<file path="src/hdl/end_marker_stream_deframer_assert.svh">
// Assertion macros shared by the end marker stream deframer modules.
`ifndef END_MARKER_STREAM_DEFRAMER_ASSERT_SVH
`define END_MARKER_STREAM_DEFRAMER_ASSERT_SVH

`ifndef SYNTHESIS
`define EMD_ASSERT_IMPLY(lbl, clk, rst_n, ante, cons) \
  lbl: assert property (@(posedge clk) disable iff (!rst_n) (ante) |-> (cons)) \
    else $error("deframer assertion failed");
`define EMD_ASSERT_NEXT(lbl, clk, rst_n, ante, cons) \
  lbl: assert property (@(posedge clk) disable iff (!rst_n) (ante) |=> (cons)) \
    else $error("deframer assertion failed");
`else
`define EMD_ASSERT_IMPLY(lbl, clk, rst_n, ante, cons)
`define EMD_ASSERT_NEXT(lbl, clk, rst_n, ante, cons)
`endif

`endif

</file>
<file path="src/hdl/emd_pkg.sv">
// Types and constants of the end marker stream deframer.
`timescale 1ns / 1ps
package emd_pkg;

  localparam int MAX_MARKER_BYTES = 8;
  localparam int BUFFER_BYTES     = 4096;
  localparam int WIN_IDX_W        = $clog2(MAX_MARKER_BYTES);
  localparam int HELD_W           = 4;
  localparam int LEN_W            = 16;
  localparam int MARKER_W         = 64;
  localparam int MLEN_W           = 4;
  localparam int CFG_IDX_W        = 2;

  localparam logic [CFG_IDX_W-1:0] CFG_MARKER_BYTES  = 2'd0;
  localparam logic [CFG_IDX_W-1:0] CFG_MARKER_LENGTH = 2'd1;
  localparam logic [CFG_IDX_W-1:0] CFG_MAX_LENGTH    = 2'd2;

  localparam logic [MARKER_W-1:0] MARKER_RESET   = 64'd10;
  localparam logic [MLEN_W-1:0]   MLEN_RESET     = 4'd1;
  localparam logic [LEN_W-1:0]    MAX_LEN_RESET  = LEN_W'(BUFFER_BYTES);

  typedef enum logic [2:0] {
    KIND_BYTE          = 3'd0,
    KIND_END           = 3'd1,
    KIND_EOF_NO_MARKER = 3'd2,
    KIND_OVERFLOW      = 3'd3,
    KIND_EOS           = 3'd4
  } kind_t;

  typedef struct packed {
    kind_t             kind;
    logic [7:0]        out_byte;
    logic [LEN_W-1:0]  msg_len;
  } result_t;

endpackage

</file>
<file path="src/hdl/emd_out_buf.sv">
// Output register with skid stage for deframer results.
`timescale 1ns / 1ps
`include "end_marker_stream_deframer_assert.svh"
module emd_out_buf (
  input  logic             clk,
  input  logic             rst_n,
  input  logic             push_valid,
  input  emd_pkg::result_t push_data,
  output logic             push_ready,
  output logic             pop_valid,
  output emd_pkg::result_t pop_data,
  input  logic             pop_ready
);
  import emd_pkg::*;

  logic    out_v_r, out_v_nxt;
  logic    skid_v_r, skid_v_nxt;
  result_t out_d_r, out_d_nxt;
  result_t skid_d_r, skid_d_nxt;
  logic    pop;

  assign push_ready = !skid_v_r;
  assign pop_valid  = out_v_r;
  assign pop_data   = out_d_r;
  assign pop        = out_v_r && pop_ready;

  always_comb begin
    out_v_nxt  = out_v_r;
    skid_v_nxt = skid_v_r;
    out_d_nxt  = out_d_r;
    skid_d_nxt = skid_d_r;
    if (skid_v_r) begin
      if (pop) begin
        out_d_nxt  = skid_d_r;
        skid_v_nxt = 1'b0;
      end
    end else if (!out_v_r || pop) begin
      out_v_nxt = push_valid;
      if (push_valid) begin
        out_d_nxt = push_data;
      end
    end else if (push_valid) begin
      skid_d_nxt = push_data;
      skid_v_nxt = 1'b1;
    end
  end

  always_ff @(posedge clk) begin
    if (!rst_n) begin
      out_v_r  <= 1'b0;
      skid_v_r <= 1'b0;
    end else begin
      out_v_r  <= out_v_nxt;
      skid_v_r <= skid_v_nxt;
    end
    out_d_r  <= out_d_nxt;
    skid_d_r <= skid_d_nxt;
  end

  `EMD_ASSERT_IMPLY(a_skid_behind_out, clk, rst_n, skid_v_r, out_v_r)
  `EMD_ASSERT_NEXT(a_stall_fills_skid, clk, rst_n,
                   out_v_r && !pop_ready && push_valid && push_ready, skid_v_r)
  `EMD_ASSERT_NEXT(a_skid_drains, clk, rst_n, skid_v_r && pop_ready, !skid_v_r)

endmodule

</file>
<file path="src/hdl/end_marker_stream_deframer.sv">
// Top level of the end marker stream deframer.
// Usage: bytes enter on the in_ channel, one word per byte (in_tuser low) or an
// end-of-stream word (in_tuser high). Results leave on the out_ channel: a
// message byte, a message end with its length, overflow, or an end-of-stream
// status, coded in out_tuser. The end marker is held in a window of up to
// seven bytes; a byte is only emitted once it cannot start the marker, and the
// marker itself is dropped. The configuration channel writes the marker bytes,
// the marker length and the length limit; it is always ready.
// Each result is registered in the output register, or in the skid register
// while the receiver stalls. Throughput: one word per cycle while in_tready is
// high; the marker compare against the window is parallel, in a single cycle.
// Stall: an output register and a skid register hold up to two results, so a
// word is still taken in the cycle the receiver first stalls; in_tready drops
// while the skid register is full.
// Reset: rst_n, synchronous, clears the window, message state and both result
// registers and returns the configuration to marker 0x0a, length 1, limit 4096.
`timescale 1ns / 1ps
`include "end_marker_stream_deframer_assert.svh"
module end_marker_stream_deframer (
  input  logic                           clk,
  input  logic                           rst_n,
  input  logic                           in_tvalid,
  output logic                           in_tready,
  input  logic [7:0]                     in_tdata,   // data_byte
  input  logic                           in_tuser,   // action
  output logic                           out_tvalid,
  input  logic                           out_tready,
  output logic [23:0]                    out_tdata,  // out_byte, message_length
  output logic [2:0]                     out_tuser,  // kind
  input  logic                           cfg_valid,
  output logic                           cfg_ready,
  input  logic [emd_pkg::CFG_IDX_W-1:0]  cfg_index,
  input  logic [emd_pkg::MARKER_W-1:0]   cfg_data
);
  import emd_pkg::*;

  logic [MARKER_W-1:0]  marker_r, marker_nxt;
  logic [MLEN_W-1:0]    mlen_r, mlen_nxt;
  logic [LEN_W-1:0]     max_len_r, max_len_nxt;
  logic [7:0]           win_r [MAX_MARKER_BYTES];
  logic [7:0]           win_nxt [MAX_MARKER_BYTES];
  logic [7:0]           mk [MAX_MARKER_BYTES];
  logic [HELD_W-1:0]    held_r, held_nxt, held_eff;
  logic [LEN_W-1:0]     len_r, len_nxt;
  logic                 disc_r, disc_nxt;
  logic                 ended_r, ended_nxt;
  logic [HELD_W-1:0]    eff_len, need;
  logic                 in_fire, cfg_fire, match, push_valid;
  logic [7:0]           oldest;
  result_t              push_data, pop_data;

  assign in_fire   = in_tvalid && in_tready;
  assign cfg_ready = 1'b1;
  assign cfg_fire  = cfg_valid && cfg_ready;

  always_comb begin
    if (mlen_r == '0) begin
      eff_len = HELD_W'(1);
    end else if (mlen_r > HELD_W'(MAX_MARKER_BYTES)) begin
      eff_len = HELD_W'(MAX_MARKER_BYTES);
    end else begin
      eff_len = mlen_r;
    end
    need     = eff_len - HELD_W'(1);
    held_eff = (held_r > need) ? need : held_r;
    for (int i = 0; i < MAX_MARKER_BYTES; i++) begin
      mk[i] = marker_r[8*i +: 8];
    end
    match = (in_tdata == mk[need[WIN_IDX_W-1:0]]);
    for (int i = 0; i < MAX_MARKER_BYTES - 1; i++) begin
      if (HELD_W'(i) < need && win_r[i] != mk[i]) begin
        match = 1'b0;
      end
    end
    oldest = (need == '0) ? in_tdata : win_r[0];
  end

  always_comb begin
    marker_nxt  = marker_r;
    mlen_nxt    = mlen_r;
    max_len_nxt = max_len_r;
    win_nxt     = win_r;
    held_nxt    = held_r;
    len_nxt     = len_r;
    disc_nxt    = disc_r;
    ended_nxt   = ended_r;
    push_valid  = 1'b0;
    push_data   = '0;

    if (in_fire) begin
      if (in_tuser) begin
        push_valid     = 1'b1;
        push_data.kind = (held_r != '0 || len_r != '0 || disc_r) ?
                         KIND_EOF_NO_MARKER : KIND_EOS;
        for (int i = 0; i < MAX_MARKER_BYTES; i++) win_nxt[i] = '0;
        held_nxt  = '0;
        len_nxt   = '0;
        disc_nxt  = 1'b0;
        ended_nxt = 1'b1;
      end else if (!ended_r) begin
        held_nxt = held_eff;
        if (held_eff < need) begin
          for (int i = 0; i < MAX_MARKER_BYTES; i++) begin
            if (HELD_W'(i) == held_eff) win_nxt[i] = in_tdata;
          end
          held_nxt = held_eff + HELD_W'(1);
        end else if (match) begin
          for (int i = 0; i < MAX_MARKER_BYTES; i++) win_nxt[i] = '0;
          held_nxt = '0;
          len_nxt  = '0;
          disc_nxt = 1'b0;
          if (!disc_r) begin
            push_valid        = 1'b1;
            push_data.kind    = KIND_END;
            push_data.msg_len = len_r;
          end
        end else begin
          for (int i = 0; i < MAX_MARKER_BYTES - 1; i++) begin
            if (HELD_W'(i + 1) < need) win_nxt[i] = win_r[i + 1];
          end
          for (int i = 0; i < MAX_MARKER_BYTES; i++) begin
            if (HELD_W'(i + 1) == need) win_nxt[i] = in_tdata;
          end
          if (!disc_r) begin
            push_valid = 1'b1;
            if (len_r >= max_len_r) begin
              disc_nxt       = 1'b1;
              push_data.kind = KIND_OVERFLOW;
            end else begin
              len_nxt            = len_r + LEN_W'(1);
              push_data.kind     = KIND_BYTE;
              push_data.out_byte = oldest;
            end
          end
        end
      end
    end

    if (cfg_fire) begin
      unique case (cfg_index)
        CFG_MARKER_BYTES: begin
          marker_nxt = cfg_data;
          for (int i = 0; i < MAX_MARKER_BYTES; i++) win_nxt[i] = '0;
          held_nxt = '0;
        end
        CFG_MARKER_LENGTH: begin
          mlen_nxt = cfg_data[MLEN_W-1:0];
          for (int i = 0; i < MAX_MARKER_BYTES; i++) win_nxt[i] = '0;
          held_nxt = '0;
        end
        CFG_MAX_LENGTH: begin
          max_len_nxt = cfg_data[LEN_W-1:0];
        end
        default: begin
          max_len_nxt = max_len_r;
        end
      endcase
    end
  end

  always_ff @(posedge clk) begin
    if (!rst_n) begin
      marker_r  <= MARKER_RESET;
      mlen_r    <= MLEN_RESET;
      max_len_r <= MAX_LEN_RESET;
      for (int i = 0; i < MAX_MARKER_BYTES; i++) win_r[i] <= '0;
      held_r    <= '0;
      len_r     <= '0;
      disc_r    <= 1'b0;
      ended_r   <= 1'b0;
    end else begin
      marker_r  <= marker_nxt;
      mlen_r    <= mlen_nxt;
      max_len_r <= max_len_nxt;
      win_r     <= win_nxt;
      held_r    <= held_nxt;
      len_r     <= len_nxt;
      disc_r    <= disc_nxt;
      ended_r   <= ended_nxt;
    end
  end

  emd_out_buf u_out_buf (
    .clk        (clk),
    .rst_n      (rst_n),
    .push_valid (push_valid),
    .push_data  (push_data),
    .push_ready (in_tready),
    .pop_valid  (out_tvalid),
    .pop_data   (pop_data),
    .pop_ready  (out_tready)
  );

  assign out_tuser = pop_data.kind;
  assign out_tdata = {pop_data.msg_len, pop_data.out_byte};

  `EMD_ASSERT_NEXT(a_eos_clears, clk, rst_n, in_fire && in_tuser && !cfg_fire,
                   ended_r && !disc_r && held_r == '0 && len_r == '0)
  `EMD_ASSERT_IMPLY(a_stall_needs_output, clk, rst_n, !in_tready, out_tvalid)
  `EMD_ASSERT_NEXT(a_ended_data_idle, clk, rst_n,
                   in_fire && !in_tuser && ended_r && !cfg_fire,
                   $stable(len_r) && $stable(held_r) && $stable(disc_r))
  `EMD_ASSERT_IMPLY(a_held_in_window, clk, rst_n, 1'b1,
                    held_r < HELD_W'(MAX_MARKER_BYTES))

endmodule
</file>
<file path="config.mk">
export PLATFORM = sky130hd
export DESIGN_NAME = end_marker_stream_deframer
export DESIGN_NICKNAME = d
export VERILOG_FILES = /design/src/hdl/emd_pkg.sv /design/src/hdl/emd_out_buf.sv /design/src/hdl/end_marker_stream_deframer.sv
export VERILOG_INCLUDE_DIRS = /design/src /design/src/hdl
export SDC_FILE = /design/constraint.sdc
export NUM_CORES = 1
export LEC_CHECK = 0
export ABC_AREA = 1
export BUFFER_PORTS_ARGS = -buffer_cell sky130_fd_sc_hd__buf_2
export CAP_MARGIN = 20
export CORE_UTILIZATION = 50
export DETAILED_ROUTE_END_ITERATION = 7
export PLACE_DENSITY = 0.68
export RECOVER_POWER = 50
export REMOVE_ABC_BUFFERS = 1
export SLEW_MARGIN = 20
export SYNTH_ARGS = -nofsm -noshare
export SYNTH_HDL_FRONTEND = slang
export SYNTH_SLANG_ARGS = --single-unit
</file>
<file path="constraint.sdc">
create_clock -name clk -period 7.35 [get_ports clk]
set_input_delay 0.3675 -clock clk [delete_from_list [all_inputs] [get_ports clk]]
set_output_delay 0.3675 -clock clk [all_outputs]
set_load 0.005 [all_outputs]
</file>
==> run_summary.xml, run 1 <==
<?xml version="1.0" encoding="UTF-8"?>
<metrics>
  <group name="drt">
    <metric name="antenna_left" unit="">0</metric>
    <metric name="dr.pass1.iters" unit="">8</metric>
    <metric name="num_vias" unit="">14307</metric>
    <metric name="finalWirelength" unit="µm">45400</metric>
    <metric name="drcViolationCount" unit="">0</metric>
    <metric name="vias_per_cell" unit="">5.64</metric>
    <metric name="drt-wirelength-per-cell" unit="µm">17.9</metric>
    <metric name="initialDrtViolationCount" unit="">1577</metric>
  </group>
  <group name="sta">
    <metric name="timing_worst_slew_pin_value" unit="ps">3580</metric>
    <metric name="rsz0062_at_grt" unit="">false</metric>
    <metric name="totalNegativeSetupSlack" unit="ps">0</metric>
    <metric name="hold_viol_final" unit="">0</metric>
    <metric name="fmax" unit="MHz">158</metric>
    <metric name="finalSetupViolations" unit="">0</metric>
    <metric name="timing.max_slew.rel_slack" unit="%">-139</metric>
    <metric name="final.setup.worst_slack" unit="ps">1020</metric>
    <metric name="fin_crit_share" unit="%">86.1</metric>
    <metric name="skew" unit="ps">15.7</metric>
    <metric name="finalMaxSlewViolations" unit="">245</metric>
    <metric name="fin_crit" unit="ps">6330</metric>
  </group>
  <group name="synth">
    <metric name="synth_area" unit="µm²">13900</metric>
    <metric name="synth.avg_cell_area" unit="µm²">6.56</metric>
    <metric name="synthDistinctLibCells" unit="">43</metric>
    <metric name="syn-instance-count" unit="">2121</metric>
    <metric name="seq_area_frac_synth" unit="%">35.2</metric>
    <metric name="synth_adder_area_share" unit="%">2.70</metric>
    <metric name="synth_simple_gate_area_share" unit="%">33.0</metric>
    <metric name="synth_top_family_by_area" unit="">simple AND/OR/NAND/NOR gates</metric>
    <metric name="synth_enable_flop_cells" unit="">54</metric>
    <metric name="ys_ff_latch" unit="">218</metric>
    <metric name="synth_warnings" unit="">0</metric>
    <metric name="synthXorXnorAreaFrac" unit="%">3.71</metric>
    <metric name="synthArstFlopShare" unit="%">0</metric>
    <metric name="synth_compound_gate_area_share" unit="%">17.2</metric>
    <metric name="muxShareOfSynthArea" unit="%">0</metric>
    <metric name="synthFlopType" unit="">sky130_fd_sc_hd__dfxtp_1</metric>
  </group>
  <group name="worst_setup_path">
    <metric name="crit_path_end_kind" unit="">flip-flop</metric>
    <metric name="critical_path_peak_fanout" unit="">62</metric>
    <metric name="crit_type" unit="">flip-flop to flip-flop</metric>
    <metric name="worst_ep_required_time" unit="ps">7830</metric>
    <metric name="timing.critical_path.from_type" unit="">flip-flop</metric>
    <metric name="arrival" unit="ps">6810</metric>
  </group>
  <group name="die">
    <metric name="dieWidth" unit="µm">169</metric>
    <metric name="placeableCoreArea" unit="µm²">27100</metric>
    <metric name="initial_core_util" unit="%">51.3</metric>
    <metric name="die-height" unit="µm">169</metric>
    <metric name="num_rows" unit="">60</metric>
    <metric name="dieArea" unit="µm²">28500</metric>
    <metric name="number_of_top_level_pins" unit="">110</metric>
  </group>
  <group name="hold_path">
    <metric name="min-delay-path-class" unit="">primary input to flip-flop</metric>
  </group>
  <group name="cells_and_area">
    <metric name="layout.cells.most_common_list" unit="">627 x sky130_fd_sc_hd__nand2_1, 244 x sky130_fd_sc_hd__nor2_1, 236 x sky130_fd_sc_hd__a21oi_1</metric>
    <metric name="num-fill-cells" unit="">2702</metric>
    <metric name="final_common_cell" unit="">sky130_fd_sc_hd__nand2_1</metric>
    <metric name="post_route_cells_drive_above_1_share" unit="%">8.55</metric>
    <metric name="final_core_util" unit="%">56.2</metric>
    <metric name="area_growth" unit="%">9.50</metric>
    <metric name="num-nets-final" unit="">2254</metric>
    <metric name="n_antenna_cell" unit="">0</metric>
  </group>
  <group name="clock_tree">
    <metric name="tritoncts" unit="">yes</metric>
    <metric name="cts_made_buffers" unit="">26</metric>
    <metric name="clkLatencyLatePin" unit="ps">550</metric>
    <metric name="max-clock-path-buffers" unit="">3</metric>
    <metric name="clockRootBuffer" unit="">sky130_fd_sc_hd__clkbuf_16</metric>
    <metric name="cts.sink_count" unit="">218</metric>
    <metric name="postCtsSetupRepairBufs" unit="">0</metric>
    <metric name="ctsResizeCount" unit="">0</metric>
    <metric name="ctsHoldBuffers" unit="">0</metric>
    <metric name="cts_max_level" unit="">1</metric>
    <metric name="clkSlewWorstSetupHoldPaths" unit="ps">60</metric>
  </group>
  <group name="global_route">
    <metric name="grt_max_degree" unit="">94</metric>
    <metric name="antenna_found_initial" unit="">0</metric>
    <metric name="grt_pass1_wl" unit="µm">71600</metric>
    <metric name="grt_overflow" unit="">0</metric>
    <metric name="grt_use_total" unit="%">31.6</metric>
    <metric name="vias_in_the_first_global_route" unit="">12847</metric>
  </group>
  <group name="power">
    <metric name="p_int" unit="mW">2.34</metric>
    <metric name="static_leakage" unit="nW">6.70</metric>
    <metric name="power_density" unit="nW/µm²">229</metric>
    <metric name="power_spent_charging_and_discharging_nets" unit="mW">1.15</metric>
    <metric name="power.ir.vdd_worst" unit="mV">0.151</metric>
    <metric name="power.share.clock" unit="%">38.8</metric>
    <metric name="comb_power_share" unit="%">22.6</metric>
    <metric name="power.sequential.fraction" unit="%">38.6</metric>
    <metric name="power.total" unit="mW">3.49</metric>
    <metric name="swShare" unit="%">32.9</metric>
  </group>
  <group name="placement">
    <metric name="place.port_buffers" unit="">108</metric>
    <metric name="dp.final_hpwl" unit="µm">30500</metric>
    <metric name="routabilityCongestion" unit="">0.934</metric>
    <metric name="pre_cts_setup_slack" unit="ps">1530</metric>
  </group>
  <group name="run_status">
    <metric name="violations" unit="">max-capacitance violations, max-slew violations</metric>
    <metric name="outcome" unit="">complete, but fails checks</metric>
  </group>
  <group name="run">
    <metric name="cap_viol_max_count" unit="">4</metric>
  </group>
</metrics>
-- power by group through the flow --
| stage | Combinational, mW | Sequential [mW] | Clock, mW |
|---|---|---|---|
| 2_1_floorplan | 0.528 | 1.36 | 0 |
| 3_3_place_gp | 0.767 | 1.37 | 0 |
| 3_5_place_dp | 0.774 | 1.37 | 0 |
| 4_1_cts | 0.778 | 1.34 | 1.37 |
| 5_1_grt | 0.876 | 1.35 | 1.42 |
| 6_report | 0.788 | 1.35 | 1.35 |
-- metal layers --
metal  GRT usage (%)  routed length [µm]  vias up
li1                -                   -     6979
met1            42.1               19100     6485
met3            3.65                3840      132
met2            51.0               20100      711
met5               0                   0        -
met4            15.1                2270        0
-- stage by stage --
stage          hold slack, ps  instances  instance area, µm²
6_report                 37.0       2536               15200
5_1_grt                  45.4       2536               15200
4_1_cts                  30.6       2536               15400
3_5_place_dp              450       2488               14500
3_3_place_gp              449       2488               14500
2_1_floorplan             427       1993               13300
-- synthesized netlist by cell type (all sizes together) (18+ instances only) --
library cell,number,share of area [%]
a21oi,236,8.5
nand3,142,5.2
inv,140,3.8
nand2,640,18
dfxtp,164,24
nor2,259,7.5
o21ai,159,5.7
xnor2,41,2.6
ha,30,2.7
buf,41,1.9
edfxtp,54,12
nor3,22,1.3
clkbuf,88,2.4
xor2,18,1.1
-- final cells by class --
class	count	area, µm²	area share (%)
Clock inverter	13	156	1.03
Timing Repair Buffer	123	617	4.05
Inverter	142	533	3.50
Sequential cell	218	4910	32.2
Multi-Input combinational cell	1633	7810	51.3
Clock buffer	35	746	4.89
Tap cell	372	465	3.05
-- final timing paths --
check,from,end,slack [ps],cells after the start
setup reg to reg,mlen_r[3],len_r[11],1020,24
hold / removal,cfg_data[51],marker_r[51],40,3
setup / recovery,mlen_r[3],len_r[11],1020,24
hold reg to reg,max_len_r[0],max_len_r[0],460,2
-- logic make-up (layout without fill, tap and decap cells) --
group                    Yosys count  count (layout)
AO/OA/AOI/OAI                    450             450
XOR/XNOR                          59              59
adder cells (fa/ha/maj)           30              30
buffers and inverters            271             313
flip-flops                       218             218
other                              2               3
AND/OR/NAND/NOR                 1091            1091
-- flip-flops by register name (all words and copies together) (netlist names) --
signal               count
len_r                   16
ended_r                  1
max_len_r               16
u_out_buf.skid_d_r      27
marker_r                64
u_out_buf.pop_data      27
mlen_r                   4
disc_r                   1
win_r                   56
u_out_buf.pop_valid      1
u_out_buf.skid_v_r       1
held_r                   4
-- worst max-delay path: stages, from the launching register on --
cell and delay [ps]:
sky130_fd_sc_hd__dfxtp_1 310, sky130_fd_sc_hd__inv_1 550, sky130_fd_sc_hd__nand2_4 440, sky130_fd_sc_hd__ha_1 360
sky130_fd_sc_hd__inv_1 120, sky130_fd_sc_hd__nand2_1 370, sky130_fd_sc_hd__nand2_4 520, sky130_fd_sc_hd__ha_1 330
sky130_fd_sc_hd__nand3_1 80, sky130_fd_sc_hd__or2_1 140, sky130_fd_sc_hd__nand2_1 140, sky130_fd_sc_hd__nand2_1 100
sky130_fd_sc_hd__nand2_1 390, sky130_fd_sc_hd__ha_1 470, sky130_fd_sc_hd__nand2_1 50, sky130_fd_sc_hd__inv_1 40
sky130_fd_sc_hd__nand2_1 40, sky130_fd_sc_hd__nand2_1 70, sky130_fd_sc_hd__buf_4 620, sky130_fd_sc_hd__nand3_1 180
sky130_fd_sc_hd__nand2_1 350, sky130_fd_sc_hd__nand2_4 210, sky130_fd_sc_hd__inv_2 170, sky130_fd_sc_hd__nand3b_1 100
sky130_fd_sc_hd__nand2_1 70
No activity file was read; power rests on OpenSTA's default activity.
==> run 2, diff against run 1 <==
CELL_PAD_IN_SITES_DETAIL_PLACEMENT = 1   (was unset)
CELL_PAD_IN_SITES_GLOBAL_PLACEMENT = 1   (was unset)
CORE_UTILIZATION = 44   (was 50)
PLACE_DENSITY = unset   (was 0.68)
PLACE_DENSITY_LB_ADDON = 0.1   (was unset)
==> run 2 against run 1 <==
  * The run ends with design-rule violations, max-capacitance violations, max-slew violations left
  * Register-to-register slack improved by 620 ps
  * First-iteration DRC count decreased by 40%
  * Routed wire length is 17% higher
  * Non-clock buffer count rose by 5
==> run_summary.xml, run 2 (synthesized netlist as in run 1, its figures left out) <==
<?xml version="1.0" encoding="UTF-8"?>
<metrics>
  <group name="global_route">
    <metric name="grt_overflow" unit="">0</metric>
    <metric name="grt_use_total" unit="%">32.4</metric>
    <metric name="grt_max_degree" unit="">96</metric>
    <metric name="grt_pass1_wl" unit="µm">83200</metric>
    <metric name="vias_in_the_first_global_route" unit="">14877</metric>
    <metric name="antenna_found_initial" unit="">0</metric>
  </group>
  <group name="placement">
    <metric name="place.port_buffers" unit="">108</metric>
    <metric name="dp.final_hpwl" unit="µm">36700</metric>
    <metric name="pre_cts_setup_slack" unit="ps">1730</metric>
    <metric name="routabilityCongestion" unit="">0.904</metric>
    <metric name="post-place-cells" unit="">2516</metric>
    <metric name="postPlaceCellArea" unit="µm²">14500</metric>
  </group>
  <group name="cells_and_area">
    <metric name="final_core_util" unit="%">49.7</metric>
    <metric name="largest_register_ffs" unit="">64</metric>
    <metric name="layout.area.seq" unit="µm²">4910</metric>
    <metric name="post_route_cells_drive_above_1_share" unit="%">8.99</metric>
    <metric name="layout.cells.most_common_list" unit="">623 x sky130_fd_sc_hd__nand2_1, 242 x sky130_fd_sc_hd__nor2_1, 236 x sky130_fd_sc_hd__a21oi_1</metric>
    <metric name="n_antenna_cell" unit="">0</metric>
    <metric name="max_flop_register" unit="">marker_r</metric>
    <metric name="num-nets-final" unit="">2259</metric>
    <metric name="final_common_cell" unit="">sky130_fd_sc_hd__nand2_1</metric>
    <metric name="num-fill-cells" unit="">4159</metric>
    <metric name="area_growth" unit="%">10.1</metric>
    <metric name="largestRegisters" unit="">marker_r: 64 flops, win_r: 56 flops</metric>
    <metric name="post-route-cell-area" unit="µm²">15300</metric>
    <metric name="multi_input_comb_area" unit="µm²">7830</metric>
    <metric name="final_cell_count_no_fill" unit="">2565</metric>
  </group>
  <group name="worst_setup_path">
    <metric name="arrival" unit="ps">6070</metric>
    <metric name="crit_path_end_kind" unit="">flip-flop</metric>
    <metric name="path_cells" unit="">o21bai_4 &gt; nand2_4 &gt; buf_4 &gt; inv_2 &gt; ha_1 &gt; inv_2 &gt; ha_1 &gt; nand2_1 &gt; nand2_1 &gt; nand2_1 &gt; nand3_1 &gt; nand2_2 &gt; nand2_1 &gt; nand2_1 &gt; ha_1 &gt; nand2_1 &gt; inv_1 &gt; nand2_1 &gt; nand2_2 &gt; buf_4 &gt; nand3_1 &gt; nor2_1 &gt; nand2_1 &gt; o21ai_0</metric>
    <metric name="critical-path-slowest-cell" unit="">sky130_fd_sc_hd__buf_4</metric>
    <metric name="crit_top_cell" unit="">sky130_fd_sc_hd__nand2_1</metric>
    <metric name="critical_path_peak_fanout" unit="">62</metric>
    <metric name="crit_path_start" unit="">mlen_r[2]</metric>
    <metric name="timing.critical_path.from_type" unit="">flip-flop</metric>
    <metric name="worst_ep_required_time" unit="ps">7710</metric>
    <metric name="worst_r2r_startpoint" unit="">mlen_r[2]</metric>
    <metric name="crit_type" unit="">flip-flop to flip-flop</metric>
    <metric name="timing.critical_path.slowest_cell_delay" unit="ps">600</metric>
  </group>
  <group name="sta">
    <metric name="finalSetupViolations" unit="">0</metric>
    <metric name="rsz0062_at_grt" unit="">false</metric>
    <metric name="fin_crit_share" unit="%">77.7</metric>
    <metric name="skew" unit="ps">23.2</metric>
    <metric name="finalMaxSlewViolations" unit="">271</metric>
    <metric name="totalNegativeSetupSlack" unit="ps">0</metric>
    <metric name="hold_viol_final" unit="">0</metric>
    <metric name="timing_worst_slew_pin_value" unit="ps">3360</metric>
    <metric name="fin_crit" unit="ps">5710</metric>
    <metric name="fmax" unit="MHz">175</metric>
    <metric name="worst_hold_slack" unit="ps">51.3</metric>
    <metric name="timing.max_slew.rel_slack" unit="%">-124</metric>
    <metric name="final.setup.worst_slack" unit="ps">1640</metric>
  </group>
  <group name="die">
    <metric name="die-height" unit="µm">180</metric>
    <metric name="placeableCoreArea" unit="µm²">30800</metric>
    <metric name="num_rows" unit="">64</metric>
    <metric name="initial_core_util" unit="%">45.1</metric>
    <metric name="number_of_top_level_pins" unit="">110</metric>
    <metric name="dieArea" unit="µm²">32300</metric>
    <metric name="dieWidth" unit="µm">180</metric>
  </group>
  <group name="drt">
    <metric name="antenna_left" unit="">0</metric>
    <metric name="dr.pass1.iters" unit="">8</metric>
    <metric name="initialDrtViolationCount" unit="">942</metric>
    <metric name="vias_per_cell" unit="">5.76</metric>
    <metric name="drt-wirelength-per-cell" unit="µm">20.6</metric>
    <metric name="finalWirelength" unit="µm">52900</metric>
    <metric name="drcViolationCount" unit="">7</metric>
    <metric name="num_vias" unit="">14770</metric>
  </group>
  <group name="run_status">
    <metric name="outcome" unit="">complete, but fails checks</metric>
    <metric name="violations" unit="">design-rule violations, max-capacitance violations, max-slew violations</metric>
  </group>
  <group name="power">
    <metric name="power_spent_charging_and_discharging_nets" unit="mW">1.20</metric>
    <metric name="p_int" unit="mW">2.34</metric>
    <metric name="power.ir.vdd_worst" unit="mV">0.161</metric>
    <metric name="comb_power_share" unit="%">23.4</metric>
    <metric name="power.total" unit="mW">3.53</metric>
    <metric name="static_leakage" unit="nW">6.72</metric>
    <metric name="power.sequential.fraction" unit="%">38.2</metric>
    <metric name="swShare" unit="%">33.9</metric>
    <metric name="power.share.clock" unit="%">38.4</metric>
    <metric name="power_density" unit="nW/µm²">231</metric>
  </group>
  <group name="clock_tree">
    <metric name="cts.sink_count" unit="">218</metric>
    <metric name="cts_made_buffers" unit="">26</metric>
    <metric name="tritoncts" unit="">yes</metric>
    <metric name="clkLatencyLatePin" unit="ps">560</metric>
    <metric name="clkSlewWorstSetupHoldPaths" unit="ps">60</metric>
    <metric name="clockRootBuffer" unit="">sky130_fd_sc_hd__clkbuf_16</metric>
    <metric name="max-clock-path-buffers" unit="">3</metric>
    <metric name="ctsResizeCount" unit="">0</metric>
    <metric name="ctsHoldBuffers" unit="">0</metric>
    <metric name="postCtsSetupRepairBufs" unit="">0</metric>
    <metric name="cts_max_level" unit="">1</metric>
  </group>
  <group name="hold_path">
    <metric name="hold_path.startpoint" unit="">cfg_data[53]</metric>
    <metric name="min-delay-path-class" unit="">primary input to flip-flop</metric>
  </group>
  <group name="run">
    <metric name="cap_viol_max_count" unit="">5</metric>
  </group>
</metrics>
-- run 2: per-layer routing --
layer  global-route usage, %  share of wire (%)  up-vias
li1                        -                  -     6992
met4                    18.8                6.2        0
met3                    3.24                4.4      184
met1                    38.4                 41     7109
met5                       0                  0        -
met2                    56.9                 48      485
-- run 2: critical path, delay by kind of cell, from the launching register on --
| kind | cells | cell delay [ps] |
|---|---|---|
| buffers and inverters | 5 | 1290 |
| AND/OR/NAND/NOR | 14 | 1970 |
| adder cells (fa/ha/maj) | 3 | 1270 |
| AO/OA/AOI/OAI | 2 | 550 |
| flip-flops | 1 | 440 |
-- run 2: path summary, 6_finish.rpt --
| path | to | slack [ps] | depth (start not counted) |
|---|---|---|---|
| hold / removal | marker_r[53] | 50 | 3 |
| setup reg to reg | u_out_buf.pop_data[17] | 1640 | 24 |
| hold reg to reg | max_len_r[0] | 450 | 2 |
| setup / recovery | u_out_buf.pop_data[17] | 1640 | 24 |
-- run 2: power by group through the flow --
stage	combinational (mW)	clock [mW]	sequential, mW
after detailed placement	0.812	0	1.38
after global placement	0.784	0	1.37
after CTS	0.818	1.38	1.35
after floorplan	0.528	0	1.36
after global routing	0.921	1.42	1.35
final	0.827	1.36	1.35
-- run 2: layout make-up --
type	count	area share, %
clock buffer	35	4.74
sequential	218	32.0
multi-input combinational	1633	51.1
clock inverter	13	1.04
inverter	142	3.48
timing repair buffer	128	4.42
tap	396	3.23
